## src/design/rtn_pkg.sv

```systemverilog
`timescale 1ns / 1ps

package rtn_pkg;

  // Configuration port layout.
  localparam int CFG_IDX_W  = 2;
  localparam int CFG_DATA_W = 13;

  localparam logic [CFG_IDX_W-1:0] REG_FRAME_WIDTH  = 2'd0;
  localparam logic [CFG_IDX_W-1:0] REG_FRAME_HEIGHT = 2'd1;
  localparam logic [CFG_IDX_W-1:0] REG_BLUE_FIRST   = 2'd2;

  localparam logic [CFG_DATA_W-1:0] FRAME_WIDTH_RST  = 13'd640;
  localparam logic [CFG_DATA_W-1:0] FRAME_HEIGHT_RST = 13'd480;
  localparam logic                  BLUE_FIRST_RST   = 1'b1;

  // Frame size limits.
  localparam int DEFAULT_MAX_WIDTH  = 4096;
  localparam int DEFAULT_MAX_HEIGHT = 4096;
  localparam int MIN_SIZE           = 2;

  // Result fields.
  localparam int BYTE_W   = 8;
  localparam int OFFSET_W = 25;

  // Depth of the job queue between the front and back parts.
  localparam int JOB_DEPTH = 4;

  typedef enum logic [1:0] {
    PLANE_Y = 2'd0,
    PLANE_U = 2'd1,
    PLANE_V = 2'd2
  } plane_t;

  typedef struct packed {
    logic [BYTE_W-1:0] r;
    logic [BYTE_W-1:0] g;
    logic [BYTE_W-1:0] b;
  } rgb_t;

  typedef struct packed {
    logic [BYTE_W:0] r;
    logic [BYTE_W:0] g;
    logic [BYTE_W:0] b;
  } pair_sum_t;

  // One classified pixel, handed from the front part to the back part.
  typedef struct packed {
    rgb_t                pix;
    rgb_t                avg;
    logic                block_end;
    logic                last_pixel;
    logic [OFFSET_W-1:0] luma_off;
    logic [OFFSET_W-1:0] chroma_off;
  } job_t;

endpackage

```

## src/design/rtn_back.sv

```systemverilog
`timescale 1ns / 1ps

module rtn_back (
  input  logic                         clk,
  input  logic                         rst_n,
  input  rtn_pkg::job_t                head_job,
  input  logic                         job_empty,
  output logic                         job_pop,
  output logic                         out_empty,
  input  logic                         out_pop,
  output logic [rtn_pkg::BYTE_W-1:0]   out_byte,
  output logic [rtn_pkg::OFFSET_W-1:0] out_byte_offset,
  output logic [1:0]                   out_plane_kind,
  output logic                         out_last_of_run,
  output logic                         out_frame_done
);
  import rtn_pkg::*;

  localparam int ACC_W = 17;

  localparam logic [ACC_W-1:0] KY_R        = 17'd66;
  localparam logic [ACC_W-1:0] KY_G        = 17'd129;
  localparam logic [ACC_W-1:0] KY_B        = 17'd25;
  localparam logic [ACC_W-1:0] ROUND_HALF  = 17'd128;
  localparam logic [ACC_W-1:0] LUMA_FLOOR  = 17'd16;
  localparam logic [ACC_W-1:0] KU_R        = 17'd38;
  localparam logic [ACC_W-1:0] KU_G        = 17'd74;
  localparam logic [ACC_W-1:0] K_112       = 17'd112;
  localparam logic [ACC_W-1:0] KV_G        = 17'd94;
  localparam logic [ACC_W-1:0] KV_B        = 17'd18;
  localparam logic [ACC_W-1:0] CHROMA_BIAS = 17'd32896;

  // The luma sum tops out at 235, so no clamp is needed.
  function automatic logic [BYTE_W-1:0] luma_of(input rgb_t p);
    logic [ACC_W-1:0] acc;
    acc = ACC_W'(p.r) * KY_R + ACC_W'(p.g) * KY_G + ACC_W'(p.b) * KY_B + ROUND_HALF;
    return BYTE_W'((acc >> 8) + LUMA_FLOOR);
  endfunction

  // Both chroma sums, biased by 128.5 * 256, stay within 4336..61456, so
  // the byte is simply bits 15:8 and never needs clamping.
  function automatic logic [BYTE_W-1:0] cb_of(input rgb_t a);
    logic [ACC_W-1:0] acc;
    acc = ACC_W'(a.b) * K_112 + CHROMA_BIAS - ACC_W'(a.r) * KU_R - ACC_W'(a.g) * KU_G;
    return BYTE_W'(acc >> 8);
  endfunction

  function automatic logic [BYTE_W-1:0] cr_of(input rgb_t a);
    logic [ACC_W-1:0] acc;
    acc = ACC_W'(a.r) * K_112 + CHROMA_BIAS - ACC_W'(a.g) * KV_G - ACC_W'(a.b) * KV_B;
    return BYTE_W'(acc >> 8);
  endfunction

  plane_t              plane_r, plane_nxt;
  logic                j_valid_r, j_valid_nxt;
  logic [BYTE_W-1:0]   y_r, u_r, v_r;
  logic                blk_r, last_px_r;
  logic [OFFSET_W-1:0] luma_off_r, chroma_off_r;

  logic                out_valid_r, out_valid_nxt;
  logic [BYTE_W-1:0]   out_byte_r;
  logic [OFFSET_W-1:0] out_off_r;
  plane_t              out_kind_r;
  logic                out_last_r, out_done_r;

  logic                slot_free, emit, job_done;
  logic [BYTE_W-1:0]   emit_byte;
  logic [OFFSET_W-1:0] emit_off;
  logic                emit_last, emit_done;

  assign slot_free = !out_valid_r || out_pop;
  assign emit      = j_valid_r && slot_free;
  assign job_done  = emit && (((plane_r == PLANE_Y) && !blk_r) || (plane_r == PLANE_V));
  assign job_pop   = !job_empty && (!j_valid_r || job_done);

  // Next state of the sequencer.
  always_comb begin
    plane_nxt = plane_r;
    if (emit) begin
      case (plane_r)
        PLANE_Y: plane_nxt = blk_r ? PLANE_U : PLANE_Y;
        PLANE_U: plane_nxt = PLANE_V;
        PLANE_V: plane_nxt = PLANE_Y;
        default: plane_nxt = PLANE_Y;
      endcase
    end
  end

  // Item that the current state offers to the output register.
  always_comb begin
    case (plane_r)
      PLANE_Y: begin
        emit_byte = y_r;
        emit_off  = luma_off_r;
        emit_last = !blk_r;
        emit_done = !blk_r && last_px_r;
      end
      PLANE_U: begin
        emit_byte = u_r;
        emit_off  = chroma_off_r;
        emit_last = 1'b0;
        emit_done = 1'b0;
      end
      PLANE_V: begin
        emit_byte = v_r;
        emit_off  = chroma_off_r + OFFSET_W'(1);
        emit_last = 1'b1;
        emit_done = last_px_r;
      end
      default: begin
        emit_byte = y_r;
        emit_off  = luma_off_r;
        emit_last = 1'b1;
        emit_done = 1'b0;
      end
    endcase
  end

  assign j_valid_nxt   = job_pop ? 1'b1 : (job_done ? 1'b0 : j_valid_r);
  assign out_valid_nxt = emit ? 1'b1 : (out_pop ? 1'b0 : out_valid_r);

  always_ff @(posedge clk) begin
    if (!rst_n) begin
      plane_r     <= PLANE_Y;
      j_valid_r   <= 1'b0;
      out_valid_r <= 1'b0;
    end else begin
      plane_r     <= plane_nxt;
      j_valid_r   <= j_valid_nxt;
      out_valid_r <= out_valid_nxt;
    end
  end

  always_ff @(posedge clk) begin
    if (job_pop) begin
      y_r          <= luma_of(head_job.pix);
      u_r          <= cb_of(head_job.avg);
      v_r          <= cr_of(head_job.avg);
      blk_r        <= head_job.block_end;
      last_px_r    <= head_job.last_pixel;
      luma_off_r   <= head_job.luma_off;
      chroma_off_r <= head_job.chroma_off;
    end
  end

  always_ff @(posedge clk) begin
    if (emit) begin
      out_byte_r <= emit_byte;
      out_off_r  <= emit_off;
      out_kind_r <= plane_r;
      out_last_r <= emit_last;
      out_done_r <= emit_done;
    end
  end

  assign out_empty       = !out_valid_r;
  assign out_byte        = out_byte_r;
  assign out_byte_offset = out_off_r;
  assign out_plane_kind  = out_kind_r;
  assign out_last_of_run = out_last_r;
  assign out_frame_done  = out_done_r;

endmodule

```

## config.mk

```make
export PLATFORM = sky130hd
export DESIGN_NAME = rtn_back
export DESIGN_NICKNAME = d
export VERILOG_FILES = /design/src/design/rtn_pkg.sv /design/src/design/rtn_back.sv
export SDC_FILE = /design/constraint.sdc
export NUM_CORES = 1
export LEC_CHECK = 0
export BUFFER_PORTS_ARGS = -buffer_cell sky130_fd_sc_hd__buf_4
export CORE_MARGIN = 1.5
export CORE_UTILIZATION = 40
export DETAILED_ROUTE_END_ITERATION = 8
export GPL_ROUTABILITY_DRIVEN = 0
export PLACE_DENSITY = 0.6
export SLEW_MARGIN = 25
export SYNTH_ARGS = -nofsm -noshare
export SYNTH_HDL_FRONTEND = slang
export SYNTH_SLANG_ARGS = --single-unit
```

## constraint.sdc

```tcl
create_clock -name clk -period 9.1 [get_ports clk]
set_input_delay 0.91 -clock clk [delete_from_list [all_inputs] [get_ports clk]]
set_output_delay 0.91 -clock clk [all_outputs]
set_load 0.05 [all_outputs]
```

* Word-level counts from Yosys, hierarchy flattened *
Index checks and enable logic that the tools add are counted.
Widths: inputs -> output; s select.

cells by class
  add/sub/neg operators = 11
  $mul = 9
  equal/unequal tests = 2
  multiplexer cells = 10
  reductions and logical operators = 15

operators by type and width
  cell                    count
  $pmux 25 s2             1
  $mul 8x6->14 const B    3
  $add 15x16->16 const B  2
  $sub 16x15->16          2
  $mul 8x5->13 const B    2
  $add 25x1->25 const B   1
  $mul 8x3->11 const B    2
  $add 15x16->16          1
  $add 16x13->16          1
  $add 16x8->16 const B   1
  $mul 8x8->16 const B    1
  $pmux 8 s2              1
  $sub 16x13->16          1
  $sub 16x14->16          1
  $mul 8x4->12 const B    1
  $add 8x5->8 const B     1
  $logic_and 1x1->1       5
  $mux 1                  5
  $logic_not 1->1         4
  $pmux 1 s2              2
  $pmux 2 s2              1
  $reduce_bool 2->1       2
  $logic_or 1x1->1        3
  $eq 2x1->1 const B      1
  other kinds (2)         2

word-level totals
  register bits after elaboration = 117
  input bits = 104
  output and inout bits = 39

* Logic depth before layout (Yosys ltp) *
  depth after elaboration = 7
  mapped depth = 24
  mapped depth without buffers = 24

* Worst setup path after synthesis *
OpenSTA, ideal clock, no wires.

  path type = input to register
  from = input head_job[94] in the netlist's numbering
  to = register y_r[6], data pin
  library setup time = 0.264 ns
  arrival = 6.242 ns
  required time = 8.836 ns
  slack = 2.594 ns
  stages on the path = 23
  buffers on the path = 0
  cell sequence = ha_1 -> ha_1 -> ha_1 -> fa_1 -> inv_1 -> fa_1 -> fa_1 -> inv_1 -> fa_1 -> inv_1 -> fa_1 -> inv_1 -> ha_1 -> a21oi_1 -> o211ai_1 -> o211a_1 -> a211oi_1 -> o21bai_1 -> a21oi_1 -> xnor2_1 -> ha_1 -> xnor2_1 -> xnor2_1

on the way
  word-level cells in the longest chain between the ends = 5

RTL lines
  element                 RTL line         RTL
  start: declaration      rtn_back.sv:6    input rtn_pkg::job_t head_job,
  $mul 8x6->14            rtn_back.sv:36   acc = ACC_W'(p.r) * KY_R + ACC_W'(p.g) * KY_G + ACC_W'(p.b) * KY_B + ROUND_HALF;
  $add 15x16->16          rtn_back.sv:36
  $add 16x13->16          rtn_back.sv:36
  $add 16x8->16           rtn_back.sv:36
  $add 8x5->8             rtn_back.sv:37   return BYTE_W'((acc >> 8) + LUMA_FLOOR);
  end signal: assignment  rtn_back.sv:136  y_r <= luma_of(head_job.pix);
  end: declaration        rtn_back.sv:56   logic [BYTE_W-1:0] y_r, u_r, v_r;

Every way passes these cells.
A chain may end at the register's enable or synchronous reset.

* Worst setup path after layout *
Same ends and word-level chain as after synthesis.

==> impl_metrics.ini <==
[status]
status = complete, no violations

[placed_design]
io_buffers = 142
place_hpwl_mm = 20.9
dp_slack_ps = 2200

[routing]
ant_nets = 0
drt_iter0_markers = 367
routedWlPerCell_um = 15.1
first_pass_iters = 5
drc = 0
via_count = 8326
drt-vias-per-instance = 4.92
wl_mm = 25.6

[logic_synthesis]
synth.net_count = 1562
synthCells = 1142
ys_seq_area_share_pct = 29.0
synth_cell_types = 56
syn_avg_cell_area_um2 = 10.5
synth_area_leaders = edfxtp_1 28%, ha_1 24%, fa_1 15%
synth_top_area_cell = edfxtp_1
netlist_area_um2 = 12000
ys_ff_latch = 117
yosys.area.top_type_share_pct = 28.4
async_reset_ff_share_pct = 0
synth_ff_type = edfxtp_1
yosysWarnings = 0
synth_edf_count = 113

[critical_path]
critPathRequiredTime_ps = 9250
critical_path_class = primary input to flop
worstPathMaxFanout = 4
cp.arrival_ps = 6620
setup.worst_path.end_class = flop
cp-start-kind = primary input

[timing]
setup_viol = 0
min_period_ps = 6470
fmax_mhz = 155
hold_viol_final = 0
finalCritPeriodShare_pct = 71.1
slew_viol_final = 0
fin_skew_ps = 8.62
slew_headroom_pct = 44.2
rsz0062_at_grt = false
tns_ps = 0
worst_pin_slew_ps = 835
fin_ws_ps = 2630

[cts]
ctsHtreeMaxLevel = 4
cts_hold_buf = 0
clk_latency_ps = 410
clockBufferDepth = 2
cts_tree = built
cts_inserted_buffers = 17
post-cts-setup-buffers = 0
cts_sinks = 117
cts_root_buf = clkbuf_16
path_clk_slew_ps = 50
cts_resized = 0

[layout]
diodes = 0
drive_gt1_share_pct = 14.1
area_growth_pct = 17.7
fillerInstances = 2794
fin_nets = 1711

[hold_path]
hold_class = flop to flop

[global_route]
grt_pass1_vias = 8159
grt_usage_pct = 16.9
grt_antenna_before_repair = 0
grt_max_degree = 67
gr-total-overflow = 0
grt_pass1_wl_mm = 41.2

[die]
start_util_pct = 40.5
die_w_um = 176
fp.dieArea_um2 = 31000
io_pins = 143
rows = 63
die_y_um = 176
core_um2 = 29600

[pwr]
ir_drop_mv = 0.203
p_leak_nw = 6.75
p_per_area_nw_per_um2 = 322

[job]
maxCapViolCount = 0
-- cells in the mapped netlist (all sizes together) (6+ instances only) --
library cell / number
edfxtp: 113
clkbuf: 15
nand3: 12
nand2b: 6
nand2: 42
inv: 212
nand4: 11
xnor2: 60
nor2b: 13
o21ai: 32
a22oi: 29
a31oi: 9
a21oi: 85
xor2: 28
fa: 87
nor2: 63
a21o: 19
ha: 229
o21bai: 7
-- power by group --
| group | total (mW) | internal [mW] | switching, mW |
|---|---|---|---|
| combinational | 2.99 | 1.31 | 1.69 |
| sequential | 0.896 | 0.862 | 0.0340 |
| clock | 0.648 | 0.425 | 0.224 |
| total | 4.54 | 2.59 | 1.94 |
-- state kept, by name, indices dropped and copies added, names as in the netlist --
signal and count:
y_r 8, out_byte_offset 25, u_r 8, out_valid_r 1, out_last_of_run 1, out_frame_done 1
j_valid_r 1, plane_r 2, luma_off_r 25, out_byte 8, out_plane_kind 2, last_px_r 1
chroma_off_r 25, v_r 8, blk_r 1
-- final cells by class --
cell class | instances | area, µm² | share of cell area [%]
multi-input cells | 797 | 7650 | 54.4
flip-flops and latches | 117 | 3470 | 24.7
repair buffers | 146 | 1100 | 7.79
inverters | 212 | 796 | 5.65
well taps | 390 | 488 | 3.47
clock buffers | 20 | 437 | 3.10
clock inverters | 11 | 135 | 0.960
-- cells in the final DEF (no fill, tap or decap), types with 19 or more instances in the layout --
cell type  synthesis  layout
o21ai_0           29      29
inv_1            212     212
a22oi_1           29      29
a21o_1            19      19
ha_1             229     228
fa_1              87      87
nand2_1           42      42
edfxtp_1         113     113
nor2_1            63      63
xor2_1            28      28
a21oi_1           85      85
buf_4              1     146
xnor2_1           60      60
-- path summary, 6_finish.rpt --
kind	from	to	slack, ps	cells past startpoint
setup / recovery	head_job[94]	y_r[6]	2630	24
hold / removal	plane_r[1]	out_plane_kind[1]	470	0
setup reg to reg	plane_r[0]	luma_off_r[7]	6380	6
hold reg to reg	plane_r[1]	out_plane_kind[1]	470	0
-- worst max-delay path: stages --
cell	delay, ps
buf_4	120
ha_1	300
ha_1	300
ha_1	310
fa_1	480
inv_1	50
fa_1	460
fa_1	490
inv_1	50
fa_1	520
inv_1	50
fa_1	520
inv_1	40
ha_1	340
a21oi_1	200
o211ai_1	150
o211a_1	170
a211oi_1	340
o21bai_1	100
a21oi_1	180
xnor2_1	80
ha_1	190
xnor2_1	130
xnor2_1	120
-- per-stage QoR --
| stage | power, mW | utilization, % | hold slack, ps | std cells | instance area, µm² |
|---|---|---|---|---|---|
| after floorplan | 3.23 | - | 434 | 1142 | 12000 |
| after global placement | 3.88 | 45.6 | 448 | 1662 | 13500 |
| after detailed placement | 3.91 | 45.6 | 459 | 1662 | 13500 |
| after CTS | 4.60 | 47.6 | 472 | 1693 | 14100 |
| after global routing | 5.05 | 47.6 | 486 | 1693 | 14100 |
| final | 4.54 | 47.6 | 472 | 1693 | 14100 |
-- logic make-up after synthesis --
logic type / after synthesis / share of synthesized area, %
adders and majority gates: 316 / 38.5
buffers and inverters: 228 / 7.19
AOI/OAI and AO/OA: 213 / 11.1
and+or+nand+nor: 175 / 7.33
DFF: 117 / 29.0
xor gates and xnor gates: 88 / 6.44
muxes: 5 / 0.429
-- metal layers --
layer,up-vias,routed length [µm],global-route usage [%]
met2,157,11900,28.3
met3,21,1150,2.61
met4,0,278,3.60
met1,3928,12300,23.2
met5,-,0,0
li1,4220,-,-
Power figures use the tool's default switching activity.
