--- src/design/rtn_pkg.sv ---
`timescale 1ns / 1ps

package rtn_pkg;

  // Configuration port layout.
  localparam int CFG_IDX_W  = 2;
  localparam int CFG_DATA_W = 13;

  localparam logic [CFG_IDX_W-1:0] REG_FRAME_WIDTH  = 2'd0;
  localparam logic [CFG_IDX_W-1:0] REG_FRAME_HEIGHT = 2'd1;
  localparam logic [CFG_IDX_W-1:0] REG_BLUE_FIRST   = 2'd2;

  localparam logic [CFG_DATA_W-1:0] FRAME_WIDTH_RST  = 13'd640;
  localparam logic [CFG_DATA_W-1:0] FRAME_HEIGHT_RST = 13'd480;
  localparam logic                  BLUE_FIRST_RST   = 1'b1;

  // Frame size limits.
  localparam int DEFAULT_MAX_WIDTH  = 4096;
  localparam int DEFAULT_MAX_HEIGHT = 4096;
  localparam int MIN_SIZE           = 2;

  // Result fields.
  localparam int BYTE_W   = 8;
  localparam int OFFSET_W = 25;

  // Depth of the job queue between the front and back parts.
  localparam int JOB_DEPTH = 4;

  typedef enum logic [1:0] {
    PLANE_Y = 2'd0,
    PLANE_U = 2'd1,
    PLANE_V = 2'd2
  } plane_t;

  typedef struct packed {
    logic [BYTE_W-1:0] r;
    logic [BYTE_W-1:0] g;
    logic [BYTE_W-1:0] b;
  } rgb_t;

  typedef struct packed {
    logic [BYTE_W:0] r;
    logic [BYTE_W:0] g;
    logic [BYTE_W:0] b;
  } pair_sum_t;

  // One classified pixel, handed from the front part to the back part.
  typedef struct packed {
    rgb_t                pix;
    rgb_t                avg;
    logic                block_end;
    logic                last_pixel;
    logic [OFFSET_W-1:0] luma_off;
    logic [OFFSET_W-1:0] chroma_off;
  } job_t;

endpackage

--- src/design/rtn_job_fifo.sv ---
`timescale 1ns / 1ps

module rtn_job_fifo (
  input  logic          clk,
  input  logic          rst_n,
  input  logic          push,
  input  rtn_pkg::job_t push_job,
  output logic          full,
  input  logic          pop,
  output rtn_pkg::job_t head_job,
  output logic          empty
);
  import rtn_pkg::*;

  localparam int PTR_W = (JOB_DEPTH > 1) ? $clog2(JOB_DEPTH) : 1;
  localparam int CNT_W = $clog2(JOB_DEPTH + 1);

  job_t             slot_r [JOB_DEPTH];
  logic [PTR_W-1:0] wr_ptr_r, wr_ptr_nxt;
  logic [PTR_W-1:0] rd_ptr_r, rd_ptr_nxt;
  logic [CNT_W-1:0] count_r, count_nxt;
  logic             do_push, do_pop;

  assign full     = count_r == CNT_W'(JOB_DEPTH);
  assign empty    = count_r == '0;
  assign do_push  = push && !full;
  assign do_pop   = pop && !empty;
  assign head_job = slot_r[rd_ptr_r];

  always_comb begin
    wr_ptr_nxt = wr_ptr_r;
    rd_ptr_nxt = rd_ptr_r;
    count_nxt  = count_r;
    if (do_push) begin
      wr_ptr_nxt = (wr_ptr_r == PTR_W'(JOB_DEPTH - 1)) ? '0 : wr_ptr_r + PTR_W'(1);
    end
    if (do_pop) begin
      rd_ptr_nxt = (rd_ptr_r == PTR_W'(JOB_DEPTH - 1)) ? '0 : rd_ptr_r + PTR_W'(1);
    end
    if (do_push && !do_pop) begin
      count_nxt = count_r + CNT_W'(1);
    end else if (do_pop && !do_push) begin
      count_nxt = count_r - CNT_W'(1);
    end
  end

  always_ff @(posedge clk) begin
    if (!rst_n) begin
      wr_ptr_r <= '0;
      rd_ptr_r <= '0;
      count_r  <= '0;
    end else begin
      wr_ptr_r <= wr_ptr_nxt;
      rd_ptr_r <= rd_ptr_nxt;
      count_r  <= count_nxt;
    end
  end

  always_ff @(posedge clk) begin
    if (do_push) begin
      slot_r[wr_ptr_r] <= push_job;
    end
  end

endmodule

--- config.mk ---
export PLATFORM = sky130hd
export DESIGN_NAME = rtn_job_fifo
export DESIGN_NICKNAME = d
export VERILOG_FILES = /design/src/design/rtn_pkg.sv /design/src/design/rtn_job_fifo.sv
export SDC_FILE = /design/constraint.sdc
export NUM_CORES = 1
export LEC_CHECK = 0
export CELL_PAD_IN_SITES_DETAIL_PLACEMENT = 1
export CELL_PAD_IN_SITES_GLOBAL_PLACEMENT = 1
export CORE_ASPECT_RATIO = 0.6
export CORE_UTILIZATION = 45
export CTS_BUF_LIST = sky130_fd_sc_hd__clkbuf_8
export CTS_CLUSTER_SIZE = 40
export DETAILED_ROUTE_END_ITERATION = 12
export DONT_BUFFER_PORTS = 1
export GPL_TIMING_DRIVEN = 0
export PLACE_DENSITY_LB_ADDON = 0.1
export SYNTH_ARGS = -nofsm -noshare
export SYNTH_HDL_FRONTEND = slang
export SYNTH_SLANG_ARGS = --single-unit
--- constraint.sdc ---
create_clock -name clk -period 4.3 [get_ports clk]
set_input_delay 0.86 -clock clk [delete_from_list [all_inputs] [get_ports clk]]
set_output_delay 0.86 -clock clk [all_outputs]
set_load 0.02 [all_outputs]
; After elaboration in Yosys (flattened, before gate mapping)
; Memories as Yosys holds them, arrays and structs flattened. A register that Yosys moved wholly into a read port is not among the register bits.
; Index checks and enable logic that the tools add are counted.
[word_totals]
mem_bits_rw = 400
ff_bits = 7
output_inout_bits = 102
wordCells = 29
memories = 1
input_bits = 104
[classes]
n_addsub = 4
eq_ne = 3
n_mux = 8
n_reduce_logical = 10
[memory_table]
columns = name, words, word_bits, read_ports, rd_clocked_by_memory_dff, wr, line_no
row1 = slot_r, 4, 100, 1, 1, 1, rtn_job_fifo.sv:18  ; job_t slot_r [JOB_DEPTH];
[op_table]
columns = cell, n
row1 = 2-bit two-way mux, 4
row2 = 3-bit two-way mux, 2
row3 = "2-bit by 1-bit adder with 2-bit output, second input constant", 2
row4 = "2-bit == test, second input constant", 2
row5 = 1-bit logical AND, 4
row6 = 1-bit zero test, 4
row7 = "3-bit by 1-bit adder with 3-bit output, second input constant", 1
row8 = "3-bit == test, second input constant", 1
row9 = 3-bit zero test, 1
row10 = "3-bit by 1-bit subtractor with 3-bit output, second input constant", 1
row11 = 1-bit two-way mux, 2
row12 = 2-bit nonzero test, 1

; Logic depth before layout (Yosys ltp)
; Gate-level depths: netlist (run 1).
[logic_depth]
word_depth = 7
mapped_depth = 9
depth_no_buf = 8

; Worst setup path after synthesis (run 1)
; Ideal clock, no wire load.
[synth_timing]
path_kind = input -> register
from = in push
to = mem slot_r[0][0] in the netlist's numbering (enable)
arrival_ns = 3.464
t_required_ns = 3.830
setup_time_ns = 0.470
setup_slack_ns = 0.366
stages = 3
n_path_buf = 1
path_cell_list = nor2b_1 -> buf_2 -> and2_1
[synth_via]
elab_chain_len = 3
[synth_rtl]
columns = item, line_no
row1 = from (decl), rtn_job_fifo.sv:6  ; input logic push,
row2 = 1-bit logical AND, rtn_job_fifo.sv:26  ; assign do_push = push && !full;
row3 = named net do_push, rtn_job_fifo.sv:22  ; logic do_push, do_pop;
row4 = 1-bit two-way mux, rtn_job_fifo.sv:60  ; if (do_push) begin
row5 = 1-bit two-way mux (implied by the code), rtn_job_fifo.sv:61  ; slot_r[wr_ptr_r] <= push_job;
row6 = to (decl), rtn_job_fifo.sv:18
; The timed path passes the listed nets, and every way through them passes these cells.

==> metrics.md, run 1 <==
| Metric | Value |
|---|---|
| Status | completed |
| CP peak stage delay | 0.58 ns |
| DRC Markers | 0 |
| RSZ-0062 raised after global routing | false |
| Synthesis-to-finish area growth | 11.8% |
| Number of detailed-routing iterations run before antenna repair | 4 |
| Area used by sequential logic in the layout | 12200 µm² |
| Via count of the first global-routing pass | 6618 |
| Synthesized instance count | 573 |
| Worst EP required | 3.44 ns |
| Post-route setup slack | 1.06 ns |
| Maximum operating frequency | 309 MHz |
| Time the final worst path needs with I/O delays and setup | 3.24 ns |
| Post-cts resize count | 0 |
| Slack of the worst reg-to-reg path | 1.77 ns |
| Number of enable flip-flop cells after synthesis | 400 |
| Final Net Count | 752 |
| Routed wirelength normalized by instance count | 25.0 µm |
| Met1 Track Usage GR | 20.3% |
| Fraction of final layout cells with drive strength greater than 1 | 28.9% |
| Overall power | 10.1 mW |
| Met3 global-route usage | 6.82% |
| Synthesis warning total | 0 |
| Clock latency at the later pin of the worst-skew pair | 0.59 ns |
| ANT nets after route | 0 |
| Cell at the root of the clock tree | sky130_fd_sc_hd__clkbuf_8 |
| Setup WS pre-CTS | 1.55 ns |
| Full die area | 34100 µm² |
| Endpoints failing hold | 0 |
| Area occupied by multi-input gates | 2540 µm² |
| Startpoint-to-endpoint class of the critical path | reg2out |
| Most repeated cell in the gate-level netlist after synthesis | sky130_fd_sc_hd__edfxtp_1 |
| Static leakage | 5.22 nW |
| Number of antenna diodes | 0 |
| Final wirelength | 28.2 mm |
| Total number of H-tree levels | 2 |
| Overall routing resource usage | 16.5% |
| IO buf count | 0 |
| Filler instances | 2733 |
| Leading cell types by count after synthesis | 400 x sky130_fd_sc_hd__edfxtp_1, 100 x sky130_fd_sc_hd__mux4_2, 11 x sky130_fd_sc_hd__buf_2, 10 x sky130_fd_sc_hd__buf_12, 9 x sky130_fd_sc_hd__dfxtp_1 |
| Gp weighted congestion | 0.723 |
| Effective utilization at floorplan | 46.0% |
| Worst clock skew on the final layout | 0.0158 ns |
| Max-slew violations | 0 |
| Core area | 32600 µm² |
| Power density over cell area | 600 nW/µm² |
| Arrival time worst endpoint | 2.38 ns |
| CTS buffer count | 58 |
| Path class of the lowest-slack min-delay path | in2reg |
| Area of the mapped netlist | 15000 µm² |
| Average cell area after synthesis | 26.2 µm² |
| Total of flip-flops plus latches after synthesis | 409 |
| Clock tree from TritonCTS | done |
| Wire length of the first global-routing pass | 41.2 mm |
| Endpoint type of the worst setup path | output port |
| Most used flip-flop cell after synthesis | sky130_fd_sc_hd__edfxtp_1 |
| Number of nets in the synthesized netlist | 684 |
| Worst path cell trace | buf_1 > buf_2 > mux4_2 |
| Post-CTS setup repair buffer count | 0 |
| Number of endpoints failing setup at the final stage | 0 |
| Number of cell rows | 51 |
| Pin slew with the least headroom to its limit | 0.823 ns |
| Startpoint class of the critical path | flop |
| Bufs on Longest Clock Path | 3 |
| Max_cap viols | 0 |
| Routing layer with the top usage in global route | met2 |
| Crit path max fanout | 10 |
| Cts hold-fix bufs | 0 |
| Critical path's slowest cell | sky130_fd_sc_hd__buf_1 |
| Vias after detailed routing | 6073 |
| Gr ovfl total | 0 |
| Die outline width | 238 µm |
| Pin count of the biggest net entering global routing | 39 |
| Cell types occupying the most area after synthesis | sky130_fd_sc_hd__edfxtp_1 80%, sky130_fd_sc_hd__mux4_2 15%, sky130_fd_sc_hd__buf_12 1.3% |
| Proportion of register bits with asynchronous set or reset after synthesis | 0% |
| Distinct cells, synth | 25 |
| Clock-pin slew on the worst setup and hold paths | 0.07 ns |
| I/O pin count | 206 |
| Post-detailed-route via-to-cell ratio | 5.36 |
| Yosys top cell area share | 80.1% |
| Worst vdd ir | 0.000296 V |
| Biggest area consumer among synthesized cells | sky130_fd_sc_hd__edfxtp_1 |
| Proportion of synthesized chip area in sequential cells | 81.3% |
| First-iteration detailed-routing DRC count | 396 |
| Die height | 143 µm |
| Global routing usage on met2 | 27.1% |
| Sinks on Clock Net | 409 |
| Initial antenna violation count | 0 |
| Headroom to the max-slew limit | 45.0% |
| Share of the cycle needed by the critical path after routing | 75.3% |
| Dpl hpwl | 17.5 mm |
[cells by family after synthesis]
| group | Yosys count | synth area share (%) |
|---|---|---|
| DFF | 409 | 81.3 |
| adders and majority gates | 7 | 0.634 |
| muxes | 103 | 15.2 |
| xor gates and xnor gates | 2 | 0.117 |
| buffers and inverters | 27 | 1.90 |
| and+or+nand+nor | 20 | 0.684 |
| AOI/OAI and AO/OA | 5 | 0.200 |
[worst paths after layout]
check                                  start       endpoint  cells past startpoint
worst max register to register    count_r[2]     count_r[2]                      9
worst min-delay path            push_job[62]  slot_r[2][62]                      0
worst min register to register   wr_ptr_r[1]    wr_ptr_r[1]                      2
worst max-delay path                    flop   head_job[80]                      3
[metrics by stage]
stage	instances	TNS, ns	utilization [%]	instance area, µm²	hold slack [ns]
after floorplan	573	0	-	15000	0.468
after global placement	1023	-601.66	47.7	15600	0.476
after detailed placement	1031	0	48.4	15800	0.502
after CTS	1132	0	51.5	16800	0.294
after global routing	1132	0	51.5	16800	0.297
final	1132	0	51.5	16800	0.355
[cells in the final DEF, fill, tap and decap left out, types with 3 or more instances in the layout]
cell	Yosys	layout
sky130_fd_sc_hd__mux2i_1	3	3
sky130_fd_sc_hd__ha_1	6	6
sky130_fd_sc_hd__buf_12	10	13
sky130_fd_sc_hd__edfxtp_1	400	400
sky130_fd_sc_hd__inv_1	3	21
sky130_fd_sc_hd__buf_16	0	5
sky130_fd_sc_hd__clkbuf_8	0	59
sky130_fd_sc_hd__and2_4	0	4
sky130_fd_sc_hd__o21ai_0	3	3
sky130_fd_sc_hd__clkinv_1	0	20
sky130_fd_sc_hd__dfxtp_1	9	9
sky130_fd_sc_hd__nand2_1	6	6
sky130_fd_sc_hd__mux4_2	100	100
sky130_fd_sc_hd__buf_2	11	11
[registers in the layout (all words and copies together) (netlist names), named ones only]
register,count
count_r,3
rd_ptr_r,2
slot_r,400
wr_ptr_r,2
[power by group]
group          leakage, nW  switching (mW)  internal, mW  total [mW]
clock network        0.574            1.38          1.32        2.70
registers             3.74           0.103          4.85        4.96
logic                0.902            1.47         0.942        2.41
total                 5.22            2.95          7.12        10.1
[final cells by class]
| cell class | count | area share [%] |
|---|---|---|
| well taps | 450 | 3.36 |
| plain buffers | 24 | 1.63 |
| clock buffers | 59 | 4.84 |
| multi-input cells | 137 | 15.1 |
| inverters | 3 | 0.0671 |
| clock inverters | 42 | 1.13 |
| flip-flops and latches | 409 | 72.7 |
| repair buffers | 8 | 1.18 |
[critical path: cells and delay by family (launching register included)]
kind     cells  cell delay, ns
buf+inv      2            1.00
mux          1            0.47
flops        1            0.31
[routing by layer]
metal / vias up / share of wire [%]
met2: 186 / 49
met5: - / 0
met4: 0 / 1.6
met1: 3242 / 39
li1: 2600 / -
met3: 45 / 9.5
Power figures use the tool's default switching activity.
==> run 2: changes to the inputs <==
==> constraint.sdc (replaced) <==
create_clock -name clk -period 3.4 [get_ports clk]
set_input_delay 0.68 -clock clk [delete_from_list [all_inputs] [get_ports clk]]
set_output_delay 0.68 -clock clk [all_outputs]
set_load 0.02 [all_outputs]
==> run 2 against run 1 <==
  * Final cell count up 0.44%
  * First-iteration DRC count down 22%
  * Final area hardly changed
  * Flip-flop and latch count is the same
  * Sequential share of layout area is essentially flat
  * Clock power increased by 26%
  * Via count shrank 0.46%
  * Sequential power is 26% higher
  * Utilization is essentially flat
  * Clock skew is 0.0028 ns higher
  * Power rose by 27%
  * Critical path type unchanged
  * Highest routed layer unchanged
==> metrics.md, run 2 (same netlist as run 1, synthesis figures left out) <==
| Metric | Value |
|---|---|
| Initial antenna violation count | 0 (unchanged) |
| Endpoint type of the worst setup path | output port |
| Sinks on Clock Net | 409 (unchanged) |
| Clock tree from TritonCTS | done |
| Power density over cell area | 759 nW/µm² (+27%) |
| Minimum hold slack | 0.163 ns (-0.193 ns) |
| Dpl hpwl | 17.5 mm (-0.19%) |
| CTS buffer count | 58 (unchanged) |
| Startpoint class of the critical path | flop |
| Number of cell rows | 51 (unchanged) |
| Max_cap viols | 0 (unchanged) |
| Headroom to the max-slew limit | 45.1% (+0.11 points) |
| Worst reg-to-reg path cell count | 9 (unchanged) |
| Pin count of the biggest net entering global routing | 43 (+10%) |
| End point of the most critical hold path | slot_r[0][17] |
| CP peak stage delay | 0.62 ns (+0.04 ns) |
| RSZ-0062 raised after global routing | false |
| Core area | 32600 µm² (unchanged) |
| Number of antenna diodes | 0 (unchanged) |
| Reg with most FFs | slot_r |
| Hold Crit Depth | 0 (unchanged) |
| Critical path's slowest cell | sky130_fd_sc_hd__buf_1 |
| Total number of H-tree levels | 2 (unchanged) |
| Number of flip-flops in the largest register | 400 (unchanged) |
| Arrival time worst endpoint | 2.42 ns (+0.04 ns) |
| Slack of the worst reg-to-reg path | 0.79 ns (-0.98 ns) |
| Post-CTS setup repair buffer count | 0 (unchanged) |
| Fraction of final layout cells with drive strength greater than 1 | 30.4% (+1.5 points) |
| Crit-path leading delay family | buffers and inverters |
| Die outline width | 238 µm (unchanged) |
| Vias after detailed routing | 6045 (-0.46%) |
| Final wirelength | 28.4 mm (+0.53%) |
| Worst vdd ir | 0.000371 V (+25%) |
| Most frequent cells in the layout | 400 x sky130_fd_sc_hd__edfxtp_1, 100 x sky130_fd_sc_hd__mux4_2, 59 x sky130_fd_sc_hd__clkbuf_8 |
| DRC Markers | 0 (unchanged) |
| Max-slew violations | 0 (unchanged) |
| First-iteration detailed-routing DRC count | 309 (-22%) |
| Number of detailed-routing iterations run before antenna repair | 4 (unchanged) |
| R2R Path Start | count_r[2] |
| ANT nets after route | 0 (unchanged) |
| Overall routing resource usage | 16.6% (+0.11 points) |
| Status | completed |
| Path class of the lowest-slack min-delay path | in2reg |
| Synthesis-to-finish area growth | 11.8% (about the same) |
| Most frequent standard cell in the layout excluding fill and tap cells | sky130_fd_sc_hd__edfxtp_1 |
| Worst EP required | 2.72 ns (-0.72 ns) |
| Post-detailed-route via-to-cell ratio | 5.32 (-0.90%) |
| Worst clock skew on the final layout | 0.0186 ns (+0.00284 ns) |
| Post-cts resize count | 0 (unchanged) |
| Cell at the root of the clock tree | sky130_fd_sc_hd__clkbuf_8 |
| Cts hold-fix bufs | 0 (unchanged) |
| I/O pin count | 206 (unchanged) |
| End of the worst register-to-register path | count_r[2] |
| Layout Utilization | 51.5% (about the same) |
| Effective utilization at floorplan | 46.0% (unchanged) |
| Maximum operating frequency | 322 MHz |
| Gr ovfl total | 0 (unchanged) |
| Sum of buffers and inverters on the critical path | 2 (unchanged) |
| Time the final worst path needs with I/O delays and setup | 3.10 ns |
| Static leakage | 5.22 nW (about the same) |
| Number of endpoints failing setup at the final stage | 0 (unchanged) |
| Full die area | 34100 µm² (unchanged) |
| Die height | 143 µm (unchanged) |
| Share of the cycle needed by the critical path after routing | 91.3% |
| Registers with the most flip-flops | slot_r x400, count_r x3 |
| Wire length of the first global-routing pass | 41.3 mm (+0.22%) |
| Pin slew with the least headroom to its limit | 0.821 ns (-0.00166 ns) |
| Worst path cell trace | buf_1 > buf_2 > mux4_2 |
| Final Net Count | 752 (unchanged) |
| Crit path max fanout | 10 (unchanged) |
| Via count of the first global-routing pass | 6682 (+0.97%) |
| Clock-pin slew on the worst setup and hold paths | 0.07 ns (about the same) |
| Startpoint-to-endpoint class of the critical path | reg2out |
| Clock latency at the later pin of the worst-skew pair | 0.61 ns (+0.02 ns) |
| Gp weighted congestion | 0.730 (+1.0%) |
| Endpoints failing hold | 0 (unchanged) |
| IO buf count | 0 (unchanged) |
| Bufs on Longest Clock Path | 3 (unchanged) |
| Routed wirelength normalized by instance count | 25.0 µm (about the same) |
| Start point of the worst hold path | push_job[17] |
==> run 2: cell count changes in the layout (fill, tap and decap cells not counted) <==
cell                        before  now
sky130_fd_sc_hd__clkinv_1       20   18
sky130_fd_sc_hd__inv_1          21   16
sky130_fd_sc_hd__bufinv_16       1    0
sky130_fd_sc_hd__buf_16          5    4
sky130_fd_sc_hd__clkinv_2        2   15
sky130_fd_sc_hd__buf_12         13   14
==> run 2: stage by stage <==
step,cell area [µm²],power [mW],cells,setup slack (ns),TNS [ns]
after floorplan,15000,8.83,573,0.754,0
after global placement,15600,9.40,1023,-0.249,-92.65
after detailed placement,15800,9.52,1031,0.789,0
after CTS,16800,13.0,1137,0.128,0
after global routing,16800,13.3,1137,0.118,0
final,16800,12.7,1137,0.297,0
==> run 2: routing by layer <==
metal,up-vias,wire [µm],global-route usage [%]
met5,-,0,0
met4,0,434,4.89
met3,47,2630,6.70
met2,204,13900,27.5
met1,3195,11500,20.3
li1,2599,-,-
==> run 2: worst max path at each step <==
stage               startpoint            end  slack [ns]  cells past startpoint
floorplan                 push   slot_r[0][0]        0.75                      3
global placement          push  slot_r[3][84]       -0.25                      3
detailed placement        flop   head_job[77]        0.79                      3
CTS                       flop   head_job[77]        0.13                      3
global route              flop   head_job[71]        0.12                      3
finish                    flop   head_job[77]        0.30                      3
==> run 2: worst register-to-register path, cell delays in order (launching register included) <==
cell and delay, ns:
sky130_fd_sc_hd__dfxtp_1 0.40, sky130_fd_sc_hd__nor3b_1 0.70, sky130_fd_sc_hd__nor2b_1 0.10, sky130_fd_sc_hd__buf_2 0.21, sky130_fd_sc_hd__ha_1 0.24, sky130_fd_sc_hd__inv_1 0.07
sky130_fd_sc_hd__fa_1 0.17, sky130_fd_sc_hd__xor2_1 0.08, sky130_fd_sc_hd__or3_1 0.32, sky130_fd_sc_hd__a21boi_0 0.22
==> run 2: where the power goes <==
part           total, mW  switching [mW]  leakage [nW]  internal [mW]
registers           6.27           0.133          3.74           6.14
clock network       3.41            1.80         0.580           1.62
logic               3.06            1.87         0.899           1.19
==> run 2: layout make-up <==
| cell class | count | area [µm²] |
|---|---|---|
| fill | 2755 | 15800 |
| sequential | 409 | 12200 |
| multi-input combinational | 137 | 2540 |
| clock buffer | 59 | 812 |
| tap | 450 | 563 |
| buffer | 24 | 274 |
| clock inverter | 47 | 199 |
| timing repair buffer | 8 | 190 |
| inverter | 3 | 11.3 |
==> run 3: changes to the inputs <==
==> constraint.sdc (replaced) <==
create_clock -name clk -period 3.4 [get_ports clk]
set_input_delay 0.17 -clock clk [delete_from_list [all_inputs] [get_ports clk]]
set_output_delay 0.17 -clock clk [all_outputs]
set_load 0.02 [all_outputs]
==> run 3 against run 2 <==
  * Flip-flop and latch count did not move
  * Die area did not move
  * Non-clock buffer count is 104 higher
  * Critical path depth up 6
  * Clock skew rose by 0.0024 ns
  * Global-route usage grew 0.45 points
  * Final cell count is 9.2% higher
  * Power is 1.1% higher
  * Via count is 6.9% higher
  * Largest cell class unchanged
  * Largest power group unchanged
==> metrics.md, run 3 (same netlist as run 1, synthesis figures left out) <==
| Metric | Value |
|---|---|
| Via count of the first global-routing pass | 7165 (+7.2%) |
| Status | completed |
| Pin count of the biggest net entering global routing | 43 (unchanged) |
| Worst clock skew on the final layout | 0.0210 ns (+0.00240 ns) |
| Filler instances | 2738 (-0.62%) |
| Maximum operating frequency | 377 MHz (+17%) |
| Pin slew with the least headroom to its limit | 0.836 ns (+0.0148 ns) |
| Sequential Power Share | 48.7% (-0.5 points) |
| Cell at the root of the clock tree | sky130_fd_sc_hd__clkbuf_8 |
| ANT nets after route | 0 (unchanged) |
| Number of flip-flops in the largest register | 400 (unchanged) |
| Slack of the worst reg-to-reg path | 0.75 ns (-0.04 ns) |
| Initial antenna violation count | 1 (+1) |
| Full die area | 34100 µm² (unchanged) |
| Minimum hold slack | 0.269 ns (+0.106 ns) |
| Die outline width | 238 µm (unchanged) |
| Start point of the critical path | count_r[2] |
| Net Sw Power | 3.86 mW (+1.6%) |
| Post-Layout Inst Area | 17800 µm² (+6.2%) |
| Standard cell area after detailed placement | 15800 µm² (unchanged) |
| Startpoint class of the critical path | flop |
| Arrival time worst endpoint | 3.16 ns (+0.74 ns) |
| Core area | 32600 µm² (unchanged) |
| Final wirelength | 29.1 mm (+2.4%) |
| Gp weighted congestion | 0.730 (unchanged) |
| Endpoint type of the worst setup path | flop |
| Bufs on Longest Clock Path | 3 (unchanged) |
| Post-cts resize count | 0 (unchanged) |
| Headroom to the max-slew limit | 44.3% (-0.87 points) |
| Number of detailed-routing iterations run before antenna repair | 4 (unchanged) |
| RSZ-0062 raised after global routing | false |
| Clock-pin slew on the worst setup and hold paths | 0.07 ns (about the same) |
| Routed wirelength normalized by instance count | 23.4 µm (-6.2%) |
| Post-detailed-route via-to-cell ratio | 5.20 (-2.1%) |
| Area occupied by multi-input gates | 2540 µm² (unchanged) |
| Vias after detailed routing | 6462 (+6.9%) |
| Worst reg-to-reg path cell count | 9 (unchanged) |
| Overall routing resource usage | 17.1% (+0.45 points) |
| Share of the cycle needed by the critical path after routing | 78.0% (-13 points) |
| Number of cell rows | 51 (unchanged) |
| CTS buffer count | 58 (unchanged) |
| DRC Markers | 0 (unchanged) |
| Relative contribution of combinational cells to total power | 24.9% (+0.9 points) |
| Max_cap viols | 0 (unchanged) |
| I/O pin count | 206 (unchanged) |
| Most frequent cells in the layout | 400 x sky130_fd_sc_hd__edfxtp_1, 104 x sky130_fd_sc_hd__dlygate4sd3_1, 100 x sky130_fd_sc_hd__mux4_2 |
| Crit path max fanout | 7 (-3) |
| Endpoints failing hold | 0 (unchanged) |
| Overall power | 12.9 mW (+1.1%) |
| Global routing usage on met2 | 28.4% (+0.91 points) |
| Synthesis-to-finish area growth | 18.8% |
| R2R Path Start | count_r[2] |
| Path class of the lowest-slack min-delay path | in2reg |
| Met3 global-route usage | 5.61% (-1.1 points) |
| Fin Setup TNS | 0 ns (unchanged) |
| Sinks on Clock Net | 409 (unchanged) |
| Fraction of final layout cells with drive strength greater than 1 | 26.4% (-4.0 points) |
| Registers with the most flip-flops | slot_r x400, count_r x3 |
| Clock latency at the later pin of the worst-skew pair | 0.60 ns (about the same) |
| Final Net Count | 856 (+14%) |
| Internal power of the cells | 9.02 mW (+0.91%) |
| First-iteration detailed-routing DRC count | 270 (-13%) |
| Layout Utilization | 54.7% (+3.2 points) |
| Met1 Track Usage GR | 21.5% (+1.2 points) |
| Gr ovfl total | 0 (unchanged) |
| Clock tree from TritonCTS | done |
| Area used by sequential logic in the layout | 12200 µm² (unchanged) |
| Startpoint-to-endpoint class of the critical path | reg2reg |
| Worst vdd ir | 0.000404 V (+8.9%) |
| Power density over cell area | 723 nW/µm² (-4.8%) |
| Total number of H-tree levels | 2 (unchanged) |
| Max-slew violations | 0 (unchanged) |
| Reg with most FFs | slot_r |
| Dpl hpwl | 17.5 mm (unchanged) |
| Die height | 143 µm (unchanged) |
| Net switching share of the total power | 29.9% (+0.14 points) |
| Effective utilization at floorplan | 46.0% (unchanged) |
| Number of endpoints failing setup at the final stage | 0 (unchanged) |
| IO buf count | 0 (unchanged) |
| Static leakage | 5.66 nW (+8.4%) |
| Crit path capture | count_r[2] |
| End of the worst register-to-register path | count_r[2] |
| Routing layer with the top usage in global route | met2 |
| Most frequent standard cell in the layout excluding fill and tap cells | sky130_fd_sc_hd__edfxtp_1 |
| Time the final worst path needs with I/O delays and setup | 2.65 ns (-0.452 ns) |
| Worst EP required | 3.91 ns (+1.19 ns) |
| Cts hold-fix bufs | 104 (+104) |
| Wire length of the first global-routing pass | 42.8 mm (+3.7%) |
| Clock power frac | 26.4% (-0.4 points) |
| Post-CTS setup repair buffer count | 0 (unchanged) |
[run 3: through the flow]
stage / setup slack, ns / cells
2_1_floorplan: 0.856 / 573
3_3_place_gp: -0.197 / 1023
3_5_place_dp: 0.790 / 1031
4_1_cts: 0.638 / 1241
5_1_grt: 0.573 / 1242
6_report: 0.748 / 1242
[run 3: worst min-delay path by stage]
stage | startpoint | to | slack [ns] | depth (start not counted)
6_report | push_job[33] | slot_r[2][33] | 0.27 | 1
5_1_grt | push_job[47] | slot_r[1][47] | 0.23 | 1
4_1_cts | push_job[91] | slot_r[3][91] | 0.19 | 1
3_5_place_dp | push_job[43] | slot_r[0][43] | 0.27 | 0
3_3_place_gp | push_job[39] | slot_r[2][39] | 0.27 | 0
2_1_floorplan | push_job[0] | slot_r[0][0] | 0.27 | 0
[run 3: final cells by class]
type | count | area share, %
inverters | 3 | 0.0632
plain buffers | 24 | 1.54
repair buffers | 112 | 6.91
multi-input cells | 137 | 14.2
well taps | 450 | 3.16
clock buffers | 59 | 4.56
diodes | 1 | 0.0140
flip-flops and latches | 409 | 68.4
clock inverters | 47 | 1.12
[run 3: critical path, stage by stage, from the launching register on]
cell and delay, ns:
sky130_fd_sc_hd__dfxtp_1 0.40, sky130_fd_sc_hd__nor3b_1 0.70, sky130_fd_sc_hd__nor2b_1 0.09, sky130_fd_sc_hd__buf_2 0.21, sky130_fd_sc_hd__ha_1 0.25, sky130_fd_sc_hd__inv_1 0.08
sky130_fd_sc_hd__fa_1 0.19, sky130_fd_sc_hd__xor2_1 0.09, sky130_fd_sc_hd__or3_1 0.32, sky130_fd_sc_hd__a21boi_0 0.23
[run 3: power by group through the flow]
| stage | Sequential [mW] | Combinational, mW | Clock (mW) |
|---|---|---|---|
| 2_1_floorplan | 6.34 | 2.48 | 0 |
| 5_1_grt | 6.31 | 3.40 | 3.72 |
| 3_5_place_dp | 6.38 | 3.14 | 0 |
| 3_3_place_gp | 6.38 | 3.02 | 0 |
| 4_1_cts | 6.27 | 3.29 | 3.54 |
| 6_report | 6.27 | 3.21 | 3.40 |
[run 3: routing by layer]
| metal | vias up | part of all wire [%] | routed length, µm |
|---|---|---|---|
| met5 | - | 0 | 0 |
| met4 | 0 | 1.8 | 513 |
| met3 | 50 | 7.4 | 2150 |
| met2 | 194 | 49 | 14300 |
| met1 | 3406 | 42 | 12100 |
| li1 | 2812 | - | - |
